--- config.mk ---
export PLATFORM = sky130hd
export DESIGN_NAME = sorted_list_with_free_pool_core
export DESIGN_NICKNAME = d
export VERILOG_FILES = /design/src/rtl/slp_pkg.sv /design/src/rtl/slp_ram.sv /design/src/rtl/slp_link_store.sv /design/src/rtl/slp_seq.sv /design/src/rtl/sorted_list_with_free_pool_core.sv
export SDC_FILE = /design/constraint.sdc
export NUM_CORES = 1
export LEC_CHECK = 0
export ABC_CLOCK_PERIOD_IN_PS = 5900
export BUFFER_PORTS_ARGS = -buffer_cell sky130_fd_sc_hd__buf_2
export CAP_MARGIN = 40
export CORE_ASPECT_RATIO = 1.25
export CORE_MARGIN = 2
export CORE_UTILIZATION = 62
export DETAILED_ROUTE_END_ITERATION = 10
export PLACE_DENSITY = 0.79
export SYNTH_ARGS = -nofsm -noshare
export SYNTH_HDL_FRONTEND = slang
export SYNTH_SLANG_ARGS = --single-unit
--- constraint.sdc ---
create_clock -name clk -period 5.9 [get_ports clk]
set_clock_uncertainty 0.1 [all_clocks]
set_input_delay 1.18 -clock clk [delete_from_list [all_inputs] [get_ports clk]]
set_output_delay 1.18 -clock clk [all_outputs]
set_load 0.005 [all_outputs]
--- src/rtl/slp_pkg.sv ---
`timescale 1ns / 1ps
// ----------------------------------------------------------------------------
// slp_pkg - shared types and constants for the sorted slot list
// Pool size, link encoding, command and status codes, memory request
// structs and small helpers used by the sequencer and the link store.
// ----------------------------------------------------------------------------
package slp_pkg;

    localparam int SLOTS       = 16;
    localparam int SLOT_W      = (SLOTS > 1) ? $clog2(SLOTS) : 1;
    localparam int LINK_W      = $clog2(SLOTS + 1);
    localparam int DATA_W      = 32;
    localparam int SLOT_PORT_W = 4;

    localparam logic [LINK_W-1:0] NIL_LINK = LINK_W'(SLOTS);
    localparam logic [LINK_W-1:0] LAST_CNT = LINK_W'(SLOTS - 1);

    localparam logic [1:0] FUNC_INSERT = 2'd0;
    localparam logic [1:0] FUNC_READ   = 2'd1;
    localparam logic [1:0] FUNC_CLEAR  = 2'd2;

    localparam logic [1:0] STAT_OK    = 2'd0;
    localparam logic [1:0] STAT_FULL  = 2'd1;
    localparam logic [1:0] STAT_EMPTY = 2'd2;

    typedef enum logic [3:0] {
        S_IDLE,
        S_INS,
        S_INS_FH,
        S_WALK,
        S_LINK,
        S_LINK_PREV,
        S_INS_DONE,
        S_RD,
        S_RD_OUT
    } state_t;

    typedef struct packed {
        logic              re;
        logic [SLOT_W-1:0] raddr;
        logic              we;
        logic [SLOT_W-1:0] waddr;
        logic [DATA_W-1:0] wdata;
    } val_req_t;

    typedef struct packed {
        logic              clr;
        logic              re;
        logic [SLOT_W-1:0] raddr;
        logic              we;
        logic [SLOT_W-1:0] waddr;
        logic [LINK_W-1:0] wdata;
    } link_req_t;

    // link of a slot as it stands after reset or clear
    function automatic logic [LINK_W-1:0] reset_link(input logic [SLOT_W-1:0] idx);
        logic [LINK_W-1:0] res;
        if (idx == SLOT_W'(SLOTS - 1))
            res = NIL_LINK;
        else
            res = LINK_W'(idx) + LINK_W'(1);
        return res;
    endfunction

    // low bits of a slot index as carried on the result port
    function automatic logic [SLOT_PORT_W-1:0] slot_port(input logic [LINK_W-1:0] l);
        logic [LINK_W+SLOT_PORT_W-1:0] ext;
        ext = {{SLOT_PORT_W{1'b0}}, l};
        return ext[SLOT_PORT_W-1:0];
    endfunction

endpackage

--- src/rtl/slp_ram.sv ---
`timescale 1ns / 1ps
// ----------------------------------------------------------------------------
// slp_ram - generic single-port-write, single-port-read RAM
// One write and one registered read per cycle; read data holds when idle.
// ----------------------------------------------------------------------------
module slp_ram #(
    parameter int WIDTH = 32,
    parameter int DEPTH = 16
) (
    input  logic                                     clk,
    input  logic                                     we,
    input  logic [((DEPTH > 1) ? $clog2(DEPTH) : 1)-1:0] waddr,
    input  logic [WIDTH-1:0]                         wdata,
    input  logic                                     re,
    input  logic [((DEPTH > 1) ? $clog2(DEPTH) : 1)-1:0] raddr,
    output logic [WIDTH-1:0]                         rdata
);

    logic [WIDTH-1:0] mem [DEPTH];
    logic [WIDTH-1:0] rdata_reg;

    always_ff @(posedge clk)
    begin
        if (we)
        begin
            mem[waddr] <= wdata;
        end
        if (re)
        begin
            rdata_reg <= mem[raddr];
        end
    end

    assign rdata = rdata_reg;

endmodule

--- src/rtl/slp_link_store.sv ---
`timescale 1ns / 1ps
// ----------------------------------------------------------------------------
// slp_link_store - link memory with reset chain
// Link RAM plus one valid flag per slot; a slot not written since reset
// or clear reads as its reset link, so clear needs no sweep of the RAM.
// ----------------------------------------------------------------------------
module slp_link_store (
    input  logic                      clk,
    input  logic                      rst_n,
    input  slp_pkg::link_req_t        req,
    output logic [slp_pkg::LINK_W-1:0] rdata
);
    import slp_pkg::*;

    logic [SLOTS-1:0]  vld_reg;
    logic              rd_vld_reg;
    logic [SLOT_W-1:0] rd_addr_reg;
    logic [LINK_W-1:0] ram_rdata;

    slp_ram #(
        .WIDTH (LINK_W),
        .DEPTH (SLOTS)
    ) u_link_ram (
        .clk   (clk),
        .we    (req.we),
        .waddr (req.waddr),
        .wdata (req.wdata),
        .re    (req.re),
        .raddr (req.raddr),
        .rdata (ram_rdata)
    );

    always_ff @(posedge clk or negedge rst_n)
    begin
        if (!rst_n)
        begin
            vld_reg    <= '0;
            rd_vld_reg <= 1'b0;
        end
        else
        begin
            if (req.clr)
            begin
                vld_reg <= '0;
            end
            else if (req.we)
            begin
                vld_reg[req.waddr] <= 1'b1;
            end
            if (req.re)
            begin
                rd_vld_reg <= vld_reg[req.raddr];
            end
        end
    end

    always_ff @(posedge clk)
    begin
        if (req.re)
        begin
            rd_addr_reg <= req.raddr;
        end
    end

    assign rdata = rd_vld_reg ? ram_rdata : reset_link(rd_addr_reg);

endmodule

--- src/rtl/slp_seq.sv ---
`timescale 1ns / 1ps
// ----------------------------------------------------------------------------
// slp_seq - list sequencer
// Holds the free and list heads, walks the chain through the value and
// link memories, relinks on insert and streams readouts into the result
// register.
// ----------------------------------------------------------------------------
module slp_seq (
    input  logic                              clk,
    input  logic                              rst_n,
    input  logic                              cmd_valid,
    output logic                              cmd_stall,
    input  logic [1:0]                        func,
    input  logic signed [slp_pkg::DATA_W-1:0] value,
    output logic                              res_valid,
    input  logic                              res_stall,
    output logic signed [slp_pkg::DATA_W-1:0] out_value,
    output logic [slp_pkg::SLOT_PORT_W-1:0]   slot,
    output logic [1:0]                        status,
    output logic                              last,
    output slp_pkg::val_req_t                 val_req,
    output slp_pkg::link_req_t                link_req,
    input  logic [slp_pkg::DATA_W-1:0]        val_rdata,
    input  logic [slp_pkg::LINK_W-1:0]        link_rdata
);
    import slp_pkg::*;

    state_t            state_reg, state_next;
    logic [DATA_W-1:0] val_reg, val_next;
    logic [SLOT_W-1:0] r_reg, r_next;
    logic [SLOT_W-1:0] prev_reg, prev_next;
    logic              has_prev_reg, has_prev_next;
    logic [LINK_W-1:0] cur_reg, cur_next;
    logic [LINK_W-1:0] cnt_reg, cnt_next;
    logic [LINK_W-1:0] free_head_reg, free_head_next;
    logic [LINK_W-1:0] list_head_reg, list_head_next;

    logic                     res_valid_reg;
    logic [DATA_W-1:0]        res_value_reg;
    logic [SLOT_PORT_W-1:0]   res_slot_reg;
    logic [1:0]               res_status_reg;
    logic                     res_last_reg;

    logic                   out_free;
    logic                   em;
    logic [DATA_W-1:0]      em_value;
    logic [SLOT_PORT_W-1:0] em_slot;
    logic [1:0]             em_status;
    logic                   em_last;
    logic                   less;
    logic                   fin;

    assign out_free = !res_valid_reg || !res_stall;
    assign cmd_stall = (state_reg != S_IDLE);
    assign less = $signed(val_rdata) < $signed(val_reg);
    assign fin = (link_rdata >= NIL_LINK) || (cnt_reg == LAST_CNT);

    always_ff @(posedge clk or negedge rst_n)
    begin
        if (!rst_n)
        begin
            state_reg     <= S_IDLE;
            free_head_reg <= '0;
            list_head_reg <= NIL_LINK;
            has_prev_reg  <= 1'b0;
            cnt_reg       <= '0;
            res_valid_reg <= 1'b0;
        end
        else
        begin
            state_reg     <= state_next;
            free_head_reg <= free_head_next;
            list_head_reg <= list_head_next;
            has_prev_reg  <= has_prev_next;
            cnt_reg       <= cnt_next;
            if (em)
            begin
                res_valid_reg <= 1'b1;
            end
            else if (!res_stall)
            begin
                res_valid_reg <= 1'b0;
            end
        end
    end

    always_ff @(posedge clk)
    begin
        val_reg  <= val_next;
        r_reg    <= r_next;
        prev_reg <= prev_next;
        cur_reg  <= cur_next;
        if (em)
        begin
            res_value_reg  <= em_value;
            res_slot_reg   <= em_slot;
            res_status_reg <= em_status;
            res_last_reg   <= em_last;
        end
    end

    always_comb
    begin
        state_next     = state_reg;
        val_next       = val_reg;
        r_next         = r_reg;
        prev_next      = prev_reg;
        has_prev_next  = has_prev_reg;
        cur_next       = cur_reg;
        cnt_next       = cnt_reg;
        free_head_next = free_head_reg;
        list_head_next = list_head_reg;
        val_req        = '0;
        link_req       = '0;
        em             = 1'b0;
        em_value       = val_reg;
        em_slot        = '0;
        em_status      = STAT_OK;
        em_last        = 1'b1;

        unique case (state_reg)
            S_IDLE:
            begin
                if (cmd_valid)
                begin
                    val_next = value;
                    priority case (func)
                        FUNC_INSERT: state_next = S_INS;
                        FUNC_READ:   state_next = S_RD;
                        FUNC_CLEAR:
                        begin
                            link_req.clr   = 1'b1;
                            free_head_next = '0;
                            list_head_next = NIL_LINK;
                        end
                        default: state_next = S_IDLE;
                    endcase
                end
            end

            S_INS:
            begin
                if (free_head_reg >= NIL_LINK)
                begin
                    em_status = STAT_FULL;
                    if (out_free)
                    begin
                        em         = 1'b1;
                        state_next = S_IDLE;
                    end
                end
                else
                begin
                    r_next         = free_head_reg[SLOT_W-1:0];
                    val_req.we     = 1'b1;
                    val_req.waddr  = free_head_reg[SLOT_W-1:0];
                    val_req.wdata  = val_reg;
                    link_req.re    = 1'b1;
                    link_req.raddr = free_head_reg[SLOT_W-1:0];
                    state_next     = S_INS_FH;
                end
            end

            S_INS_FH:
            begin
                free_head_next = link_rdata;
                cur_next       = list_head_reg;
                has_prev_next  = 1'b0;
                cnt_next       = '0;
                if (list_head_reg >= NIL_LINK)
                begin
                    state_next = S_LINK;
                end
                else
                begin
                    val_req.re     = 1'b1;
                    val_req.raddr  = list_head_reg[SLOT_W-1:0];
                    link_req.re    = 1'b1;
                    link_req.raddr = list_head_reg[SLOT_W-1:0];
                    state_next     = S_WALK;
                end
            end

            S_WALK:
            begin
                if (less)
                begin
                    prev_next     = cur_reg[SLOT_W-1:0];
                    has_prev_next = 1'b1;
                    cur_next      = link_rdata;
                    cnt_next      = cnt_reg + LINK_W'(1);
                    if ((link_rdata < NIL_LINK) && (cnt_reg != LAST_CNT))
                    begin
                        val_req.re     = 1'b1;
                        val_req.raddr  = link_rdata[SLOT_W-1:0];
                        link_req.re    = 1'b1;
                        link_req.raddr = link_rdata[SLOT_W-1:0];
                    end
                    else
                    begin
                        state_next = S_LINK;
                    end
                end
                else
                begin
                    state_next = S_LINK;
                end
            end

            S_LINK:
            begin
                link_req.we    = 1'b1;
                link_req.waddr = r_reg;
                link_req.wdata = (cur_reg >= NIL_LINK) ? NIL_LINK : cur_reg;
                if (has_prev_reg)
                begin
                    state_next = S_LINK_PREV;
                end
                else
                begin
                    list_head_next = LINK_W'(r_reg);
                    state_next     = S_INS_DONE;
                end
            end

            S_LINK_PREV:
            begin
                link_req.we    = 1'b1;
                link_req.waddr = prev_reg;
                link_req.wdata = LINK_W'(r_reg);
                state_next     = S_INS_DONE;
            end

            S_INS_DONE:
            begin
                em_slot = slot_port(LINK_W'(r_reg));
                if (out_free)
                begin
                    em         = 1'b1;
                    state_next = S_IDLE;
                end
            end

            S_RD:
            begin
                if (list_head_reg >= NIL_LINK)
                begin
                    em_value  = '0;
                    em_status = STAT_EMPTY;
                    if (out_free)
                    begin
                        em         = 1'b1;
                        state_next = S_IDLE;
                    end
                end
                else
                begin
                    cur_next       = list_head_reg;
                    cnt_next       = '0;
                    val_req.re     = 1'b1;
                    val_req.raddr  = list_head_reg[SLOT_W-1:0];
                    link_req.re    = 1'b1;
                    link_req.raddr = list_head_reg[SLOT_W-1:0];
                    state_next     = S_RD_OUT;
                end
            end

            S_RD_OUT:
            begin
                em_value = val_rdata;
                em_slot  = slot_port(cur_reg);
                em_last  = fin;
                if (out_free)
                begin
                    em = 1'b1;
                    if (fin)
                    begin
                        state_next = S_IDLE;
                    end
                    else
                    begin
                        cur_next       = link_rdata;
                        cnt_next       = cnt_reg + LINK_W'(1);
                        val_req.re     = 1'b1;
                        val_req.raddr  = link_rdata[SLOT_W-1:0];
                        link_req.re    = 1'b1;
                        link_req.raddr = link_rdata[SLOT_W-1:0];
                    end
                end
            end

            default: state_next = S_IDLE;
        endcase
    end

    assign res_valid = res_valid_reg;
    assign out_value = res_value_reg;
    assign slot      = res_slot_reg;
    assign status    = res_status_reg;
    assign last      = res_last_reg;

endmodule

--- src/rtl/sorted_list_with_free_pool_core.sv ---
`timescale 1ns / 1ps
// ----------------------------------------------------------------------------
// sorted_list_with_free_pool_core - sorted list in a fixed slot pool
// Top level: sequencer, value RAM and link store.
// ----------------------------------------------------------------------------
// One command is worked at a time; cmd_stall is high from acceptance until
// the command's last item is in the result register. The value and link
// memories each have one read port with registered read data, so the chain
// is walked one slot per cycle (a readout only while the result register is
// free). An insert fills the free head slot, walks past the smaller entries
// and links the slot in, relinking the entry before it, if any; a full pool
// answers FULL. A readout gives one item per entry, an empty one EMPTY.
// Clear is immediate, with no sweep; clear and unused codes give no item.
// ----------------------------------------------------------------------------
module sorted_list_with_free_pool_core (
    input  logic                                clk,
    input  logic                                rst_n,
    input  logic                                cmd_valid,
    output logic                                cmd_stall,
    input  logic [1:0]                          func,
    input  logic signed [slp_pkg::DATA_W-1:0]   value,
    output logic                                res_valid,
    input  logic                                res_stall,
    output logic signed [slp_pkg::DATA_W-1:0]   out_value,
    output logic [slp_pkg::SLOT_PORT_W-1:0]     slot,
    output logic [1:0]                          status,
    output logic                                last
);
    import slp_pkg::*;

    val_req_t          val_req;
    link_req_t         link_req;
    logic [DATA_W-1:0] val_rdata;
    logic [LINK_W-1:0] link_rdata;

    slp_seq u_seq (
        .clk        (clk),
        .rst_n      (rst_n),
        .cmd_valid  (cmd_valid),
        .cmd_stall  (cmd_stall),
        .func       (func),
        .value      (value),
        .res_valid  (res_valid),
        .res_stall  (res_stall),
        .out_value  (out_value),
        .slot       (slot),
        .status     (status),
        .last       (last),
        .val_req    (val_req),
        .link_req   (link_req),
        .val_rdata  (val_rdata),
        .link_rdata (link_rdata)
    );

    slp_ram #(
        .WIDTH (DATA_W),
        .DEPTH (SLOTS)
    ) u_val_ram (
        .clk   (clk),
        .we    (val_req.we),
        .waddr (val_req.waddr),
        .wdata (val_req.wdata),
        .re    (val_req.re),
        .raddr (val_req.raddr),
        .rdata (val_rdata)
    );

    slp_link_store u_link (
        .clk   (clk),
        .rst_n (rst_n),
        .req   (link_req),
        .rdata (link_rdata)
    );

`ifndef NO_ASSERTIONS
    a_insert_busy: assert property (@(posedge clk) disable iff (!rst_n)
        cmd_valid && !cmd_stall && func == FUNC_INSERT |=> cmd_stall)
        else $error("insert accepted without going busy");

    a_fail_is_last: assert property (@(posedge clk) disable iff (!rst_n)
        res_valid && status != STAT_OK |-> last)
        else $error("full or empty item not marked last");

    a_empty_zero: assert property (@(posedge clk) disable iff (!rst_n)
        res_valid && status == STAT_EMPTY |-> out_value == '0 && slot == '0)
        else $error("empty item carries data");

    a_link_no_rw_clash: assert property (@(posedge clk) disable iff (!rst_n)
        link_req.we && link_req.re |-> link_req.waddr != link_req.raddr)
        else $error("link read and write on same slot");
`endif

endmodule

# == After elaboration in Yosys (flattened, before gate mapping) ==
# Memories as Yosys holds them, arrays and structs flattened. A register that Yosys moved wholly into a read port is not among the register bits.
# Cells that the tools add are included.
# classes
n_addsub,2
n_lt_le_gt_ge,9
eq_ne,24
n_mux,70
bitwise,2
n_reduce_logical,24
# ops
op,n
2-to-1 mux 5 bit,22
2-to-1 mux 37 bit,2
case mux 32 bit (2 select lines),1
case mux 5 bit (4 select lines),3
case mux 4 bit (9 select lines),1
< comparator 32 bit,1
2-to-1 mux 16 bit,2
2-to-1 mux 32 bit,1
2-to-1 mux 4 bit,8
>= comparator 5 bit (second input constant),4
case mux 10 bit (2 select lines),1
case mux 5 bit (2 select lines),2
equality test 4 x 3 -> 1 bit (second input constant),4
2-to-1 mux 1 bit,16
OR 16 bit,1
case mux 5 bit (3 select lines),1
inequality test 2 bit (second input constant),6
case mux 4 bit (3 select lines),1
< comparator 4 x 5 -> 1 bit (second input constant),2
AND reduction 5 bit,2
equality test 4 x 2 -> 1 bit (second input constant),2
equality test 4 bit (second input constant),2
inequality test 2 x 1 -> 1 bit (second input constant),4
case mux 4 bit (2 select lines),1
29 further kinds,41
# totals
ff_bits,126
mem_bits_rw,592
inputBits,38
output_inout_bits,41
word_cells,150
mem_count,2
# mem_list
name,depth,word_bits,read_ports,rd_ports_with_merged_regs,write_ports,line,source
u_val_ram.mem,16,32,1,1,1,slp_ram.sv:19,logic [WIDTH-1:0] mem [DEPTH];
u_link.u_link_ram.mem,16,5,1,1,1,slp_ram.sv:19,

# == Longest topological paths before layout ==
# Gate-level depths: netlist of run 1.
# logic_depth
ltp_word,10
mapped_depth,15
mapped_depth_nobuf,14

# == Modules after synthesis ==
# A second synthesis of run 1 with hierarchy kept.
# hier_totals
hier_cells,1597
area_unflattened_um2,29913.7
# modules_own_cells
module,instances,cells_each,area_each_um2,seq_area_each_um2
slp_ram at u_val_ram,1,838,20155.6,16335.7
slp_seq,1,518,5499.0,3049.2
slp_ram at u_link.u_link_ram,1,155,3263.1,2552.4
slp_link_store,1,86,996.0,545.5

# == Worst setup path after synthesis of run 1 ==
# No wires, ideal clock.
# synth_timing
path_kind,reg2reg
startpoint,register u_seq.state_reg[3]
endpoint,"memory u_val_ram.mem[2][0], enable pin"
setup_ns,0.501
arrival_time_ns,4.598
t_required_ns,5.299
slack_ns,0.701
path_stages_with_launch,6
n_path_buf,2
period_less_slack_ns,5.199
cell_sequence,dfrtp_1 > buf_2 > nor4_2 > clkbuf_1 > nand2_1 > nor4_1
# synth_between
elab_chain_len,4
# synth_lines
item,line,source
"start, declared",slp_seq.sv:28,"state_t state_reg, state_next;"
"start signal, assigned",slp_seq.sv:71,state_reg <= state_next;
equality test 4 x 1 -> 1 bit *,slp_seq.sv:121,unique case (state_reg)
2-to-1 mux 37 bit *,slp_seq.sv:121,
2-to-1 mux 1 bit,slp_ram.sv:24,if (we)
2-to-1 mux 1 bit (not written as such),slp_ram.sv:26,mem[waddr] <= wdata;
"end, declared",slp_ram.sv:19,
# Every way passes the cells marked *; elsewhere a longest branch is shown, timed or not.

# == Final worst setup path of run 1 ==
# layout_timing
startpoint,register u_seq.val_reg[2]
endpoint,"register u_val_ram.rdata_reg[30], in the netlist u_val_ram.rdata[30], read port of u_val_ram.mem (data pin)"
# layout_between
elab_chain_len,3
# layout_lines
item,line,source
"start, declared",slp_seq.sv:29,"logic [DATA_W-1:0] val_reg, val_next;"
"start signal, assigned",slp_seq.sv:89,val_reg <= val_next;
< comparator 32 bit,slp_seq.sv:55,assign less = $signed(val_rdata) < $signed(val_reg);
2-to-1 mux 5 bit,slp_seq.sv:186,if (less)
case mux 5 bit (3 select lines),slp_seq.sv:121,
"end, declared",slp_ram.sv:20,logic [WIDTH-1:0] rdata_reg;
# No other way between the ends.
# A chain may end at the register's enable or synchronous reset.

==> results of run 1 <==
==> cell type report <==
class	count	area share [%]
Clock buffer	88	5.66
Clock inverter	39	1.28
Inverter	43	0.469
Multi-Input combinational cell	1073	23.4
Sequential cell	755	64.3
Tap cell	651	2.33
Timing Repair Buffer	123	2.53
==> synth_stat cells, types with 27 or more instances <==
master and count:
a21oi_1 27, and2_1 34, buf_2 40, clkbuf_1 47
dfrtp_1 37, edfxtp_1 717, ha_1 34, inv_1 40
mux2_2 140, mux2i_1 178, nand2_1 208, nand4_1 36
nor2_1 63, o211ai_1 136, o31ai_1 32
==> power groups by stage <==
stage	Sequential [uW]	Combinational [uW]	Clock (uW)
floorplan	7020	2420	0
global placement	7160	3310	0
detailed placement	7180	3470	0
CTS	7080	3510	4790
global route	7130	3780	4990
finish	7090	3520	4750
==> worst paths after layout <==
kind,end,slack (ns)
max,u_val_ram.rdata[30],0.87
min,u_seq.state_reg[3],0.36
max reg2reg,u_val_ram.rdata[30],0.87
min reg2reg,u_link.vld_reg[4],0.39
max in group asynchronous,u_link.vld_reg[10],4.88
min in group clk,u_link.vld_reg[4],0.39
==> per-stage QoR <==
step	cells	hold WS [ns]	setup WS (ns)	power [uW]	util [%]
final	2772	0.355	0.868	15400	70.6
after global placement	2634	0.374	0.910	10500	65.3
after global routing	2772	0.361	0.695	15900	70.6
after detailed placement	2645	0.380	0.852	10600	65.7
after CTS	2772	0.347	0.852	15400	70.6
after floorplan	1975	0.323	0.701	9440	-
==> kinds of logic after synthesis <==
logic type | Yosys count
DFF | 755
and+or+nand+nor | 408
muxes | 320
AOI/OAI and AO/OA | 307
buffers and inverters | 147
adders and majority gates | 34
xor gates and xnor gates | 4
==> metal layers <==
layer	track usage, %	part of all wire [%]
met4	13.4	4.1
met3	3.88	6.7
met2	48.0	52
met5	0	0
met1	34.1	37
==> critical path, stage by stage, from the launching register on <==
cell,delay (ns)
edfxtp_1,0.38
inv_1,0.09
ha_1,0.24
a211oi_1,0.21
o21ai_1,0.17
a41oi_1,0.50
o21ai_1,0.32
a21oi_4,0.37
o21ai_2,0.17
nand2_4,0.63
buf_12,0.53
mux2_2,0.40
o211ai_1,0.19
nand4_1,0.27
==> placed cells by master, fill, tap and decap left out, drive strengths merged, types with 32 or more instances in the layout <==
master	netlist	layout
edfxtp	717	717
nand2	208	208
mux2i	178	178
mux2	142	142
o211ai	139	139
buf	57	123
clkbuf	47	88
nor2	64	64
inv	43	45
dfrtp	37	37
nand4	36	36
and2	35	35
ha	34	34
o31ai	32	32
a21oi	32	32
==> metrics, run 1 <==
Placed Area approximately 33000 sq um; initial antenna violation count 0; Tcrit/Tclk final a little under nine tenths; final hold violations 0; initial core utilization a little over three fifths; post-synth net total about 2000; Post-Syn Area about 31000 sq um; Layout area overhead 12.1%; IO Pins ~80; leading post-synthesis cells by cell area edfxtp_1 69%, mux2i_1 5.7%, mux2_2 5.1%, o211ai_1 3.3%, dfrtp_1 3.0%; Syn. warnings 0; first-pass GRT wire length 106000 um; DR iter-0 viols between 1500 and 2000; status completed; Worst slew margin between 15 and 20%; Slew Viols, Final 0; Unique masters post-synth 79; clk buf depth 3; WL/cell roughly 26 um; Clock Sinks ~760; vias in the first global route 18100; xor and xnor fraction of the mapped netlist area less than 1%; die width about 200 um; crit end category flip-flop; post-route ant nets 0; sequential fraction of the synthesis area between 70 and 80%; total number of vias about 18000; max reg flops slightly above 500; die area around 52000 sq um; Synth top area share ~69%; RSZ-0062 raised after global routing false; # rows between 90 and 100; total power per unit cell area roughly 440 nW/um^2; WL final a little over 70000 um; largest reg by FF count u_val_ram.mem; Post-Synth Simple-Gate Area around 6.2%; Yosys reg bits around 760; Max Freq between 0.15 and 0.2 GHz; Worst IR Drop VDD approximately 0.00029 V; area of the multi-input gates 8200 sq um; crit start category flip-flop; r2r startpoint u_seq.val_reg[2]; max_cap viols 0; Core Area between 40000 and 50000 sq um; Final Wtd Congestion about 0.84; Tmin final 5.03 ns; hold buffer count at CTS 0; DR pass1 iterations 6; Psw roughly 4600 uW; CTS tree built; largest registers u_val_ram.mem (512), u_link.u_link_ram.mem (80); post-route setup TNS 0 ns; Leakage about 0.012 uW; buffers added on ports 78; Nets 2140; Gate Count Post-Synth ~2000; Slew @ Worst Pin around 1.3 ns; Comb power frac a little under a quarter; largest family of logic cells by synthesized area multiplexers; die height 255 um; vias per std cell between 6 and 7; CTS root buf clkbuf_16; sequential share of power a little under half; worst reg-to-reg path cell count 13; crit path DAT between 5 and 6 ns; DPL Wire Length slightly above 40000 um; Num CTS Buffers slightly above 70; Final Cell Area roughly 35000 sq um; count of flip-flops with a built-in enable after synthesis slightly above 700; grt total ovfl 0; GRT Overall Usage 27.6%; Max FO, Critical Path 96; share of layout cells above drive strength 1 about a fifth; Crit Path Class reg -> reg; Min-Delay Path Class in -> async; clk_lat worst skew 0.61 ns; fraction of the mapped netlist area in compound gates a little over 7%; largest net degree at the start of global routing around 260; mux share of post-synthesis cell area a little over a tenth; PostCTS Resize Cnt 0; crit path launch u_seq.val_reg[2]; required time of the critical path a little over 6 ns; drt drc 0; Power Internal approximately 11000 uW; H-tree Lvls 3; post-CTS setup buffer count 0; clock share of power between 30% and 40%; Most used DFF post-synth edfxtp_1; Clk pin slew, worst setup/hold paths 0.06 ns; leading area contributor after synthesis edfxtp_1; Async SR Flop Fraction ~5.0%; fill cell total of the finished layout around 3000; switch share 29.7%; setup violators final 0; Adder-Cell Fraction of Synth Area ~1.4%; Reg area 22500 sq um; n_diodes 0; Mean Syn Cell Area roughly 16 sq um
(Power assumes the default switching activity.)
==> run 2, diff against run 1 <==
CORE_ASPECT_RATIO = 0.6   (was 1.25)
==> run 2 against run 1 <==
Sequential share of layout area is 0.56 points higher. Core utilization fell by 0.58 points. Critical path type unchanged. Non-clock buffer count is the same.
==> metrics, run 2 (synthesis results as in run 1) <==
status completed; vias in the first global route 17300 (-4.1%); IO Pins 79 (unchanged); Slew @ Worst Pin 1.29 ns (+0.0303 ns); placed cells 2644 (-0.038%); share of layout cells above drive strength 1 19.3% (-0.36 points); Placed Area 32500 sq um (about the same); max_cap viols 0 (unchanged); Min-Delay Path Class in -> async; max reg flops 512 (unchanged); DP Worst Slack 1.44 ns (+0.586 ns); initial core utilization 63.0% (about the same); largest registers u_val_ram.mem (512), u_link.u_link_ram.mem (80); Core Area 49500 sq um (about the same); fill cell total of the finished layout 3108 (+2.0%); Power Internal 10400 uW (-3.6%); final hold violations 0 (unchanged); first-pass GRT wire length 109000 um (+2.6%); post-route ant nets 0 (unchanged); largest net degree at the start of global routing 257 (unchanged); most frequent cells in the layout 717 x edfxtp_1, 207 x nand2_1, 178 x mux2i_1, 140 x mux2_2, 136 x o211ai_1; n_diodes 0 (unchanged); die height 178 um (-30%); Max FO, Critical Path 256 (+170%); drt drc 0 (unchanged); Clock Sinks 755 (unchanged); # rows 63 (-31%); most common cell after layout, fill and taps aside edfxtp_1; Comb power frac 23.8% (+0.9 points); Nets 2135 (-0.23%); Final WS setup 1.29 ns (+0.425 ns); Worst IR Drop VDD 0.000331 V (+15%); vias per std cell 6.47 (+1.4%); H-tree Lvls 3 (unchanged); initial antenna violation count 0 (unchanged); switch share 30.4% (+0.67 points); Tmin final 4.61 ns (-0.425 ns); total power per unit cell area 431 nW/um^2 (-1.8%); clk buf depth 3 (unchanged); WL final 73000 um (+3.1%); total number of vias 17900 (+1.1%); grt total ovfl 0 (unchanged); largest reg by FF count u_val_ram.mem; Clk pin slew, worst setup/hold paths 0.07 ns (about the same); sequential share of power 47.4% (+1.2 points); Layout area overhead 11.2%; CTS root buf clkbuf_16; DR iter-0 viols 2523 (+39%); DPL Wire Length 43300 um (+5.9%); post-CTS setup buffer count 0 (unchanged); CTS tree built; Slew Viols, Final 0 (unchanged); buffers added on ports 78 (unchanged); post-route setup TNS 0 ns (unchanged); clock share of power 28.9% (-2.0 points); DR pass1 iterations 7 (+1); Worst slew margin 14.1% (-2.0 points); Crit Path Class reg -> reg; die width 294 um (+43%); required time of the critical path 6.08 ns (about the same); PostCTS Resize Cnt 0 (unchanged); crit path DAT 4.78 ns (-0.42 ns); GRT Overall Usage 28.3% (+0.72 points); hold buffer count at CTS 0 (unchanged); Max Freq 0.217 GHz (+9.2%); Tcrit/Tclk final 78.1% (-7.2 points); Finished Layout Cells 2764 (-0.29%); WL/cell 26.4 um (+3.4%); Psw 4540 uW (-0.44%); die area 52200 sq um (about the same); Leakage 0.0114 uW (-1.2%); crit end category flip-flop; Final Wtd Congestion 0.988 (+18%); Final Cell Area 34700 sq um (-0.87%); clk_lat worst skew 0.59 ns (-0.02 ns); RSZ-0062 raised after global routing false; crit start category flip-flop; Num CTS Buffers 67 (-6.9%); setup violators final 0 (unchanged)
## run 2: layer usage
metal,GRT usage [%],vias up,wire length [um]
met1,43.0,8940,31500
met5,0,-,0
met3,7.61,117,8180
met4,5.99,0,1270
li1,-,7808,-
met2,41.5,1010,32000
## run 2: through the flow
step / hold slack (ns) / power (uW) / util (%)
detailed placement: 0.380 / 10600 / 65.7
global route: 0.279 / 15500 / 70.0
floorplan: 0.323 / 9440 / -
global placement: 0.368 / 10500 / 65.4
finish: 0.286 / 15000 / 70.0
CTS: 0.276 / 14900 / 70.0
## run 2: layout make-up
cell class	instances	area (sq um)	share of cell area, %
Tap cell	650	813	2.35
Inverter	43	164	0.473
Clock inverter	26	234	0.675
Clock buffer	94	1910	5.52
Timing Repair Buffer	123	861	2.48
Multi-Input combinational cell	1073	8200	23.6
Sequential cell	755	22500	64.9
## run 2: power by group through the flow
stage	clock [uW]	combinational (uW)	sequential [uW]
5_1_grt	4560	3800	7120
3_5_place_dp	0	3470	7170
2_1_floorplan	0	2420	7020
3_3_place_gp	0	3340	7150
6_report	4320	3550	7080
4_1_cts	4360	3500	7070
## run 2: final timing paths
check	from	to	slack (ns)	cells past startpoint
setup / recovery	u_seq.val_reg[2]	u_val_ram.rdata[21]	1.29	13
hold / removal	rst_n	u_seq.cnt_reg[1]	0.29	1
setup reg to reg	u_seq.val_reg[2]	u_val_ram.rdata[21]	1.29	13
hold reg to reg	u_link.vld_reg[10]	u_link.vld_reg[10]	0.39	1
max in group asynchronous	rst_n	u_seq.list_head_reg[4]	4.95	2
min in group clk	u_link.vld_reg[10]	u_link.vld_reg[10]	0.39	1
## run 2: worst max-delay path, stage by stage, from the launching register on
cell and delay (ns):
edfxtp_1 0.41, inv_1 0.10, ha_1 0.25, a211oi_1 0.22
o21ai_1 0.20, a41oi_1 0.38, o21ai_1 0.30, a21oi_4 0.38
nor2_4 0.10, o221ai_4 0.28, buf_12 0.65, nand2_1 0.10
o211ai_1 0.20, nand4_1 0.24
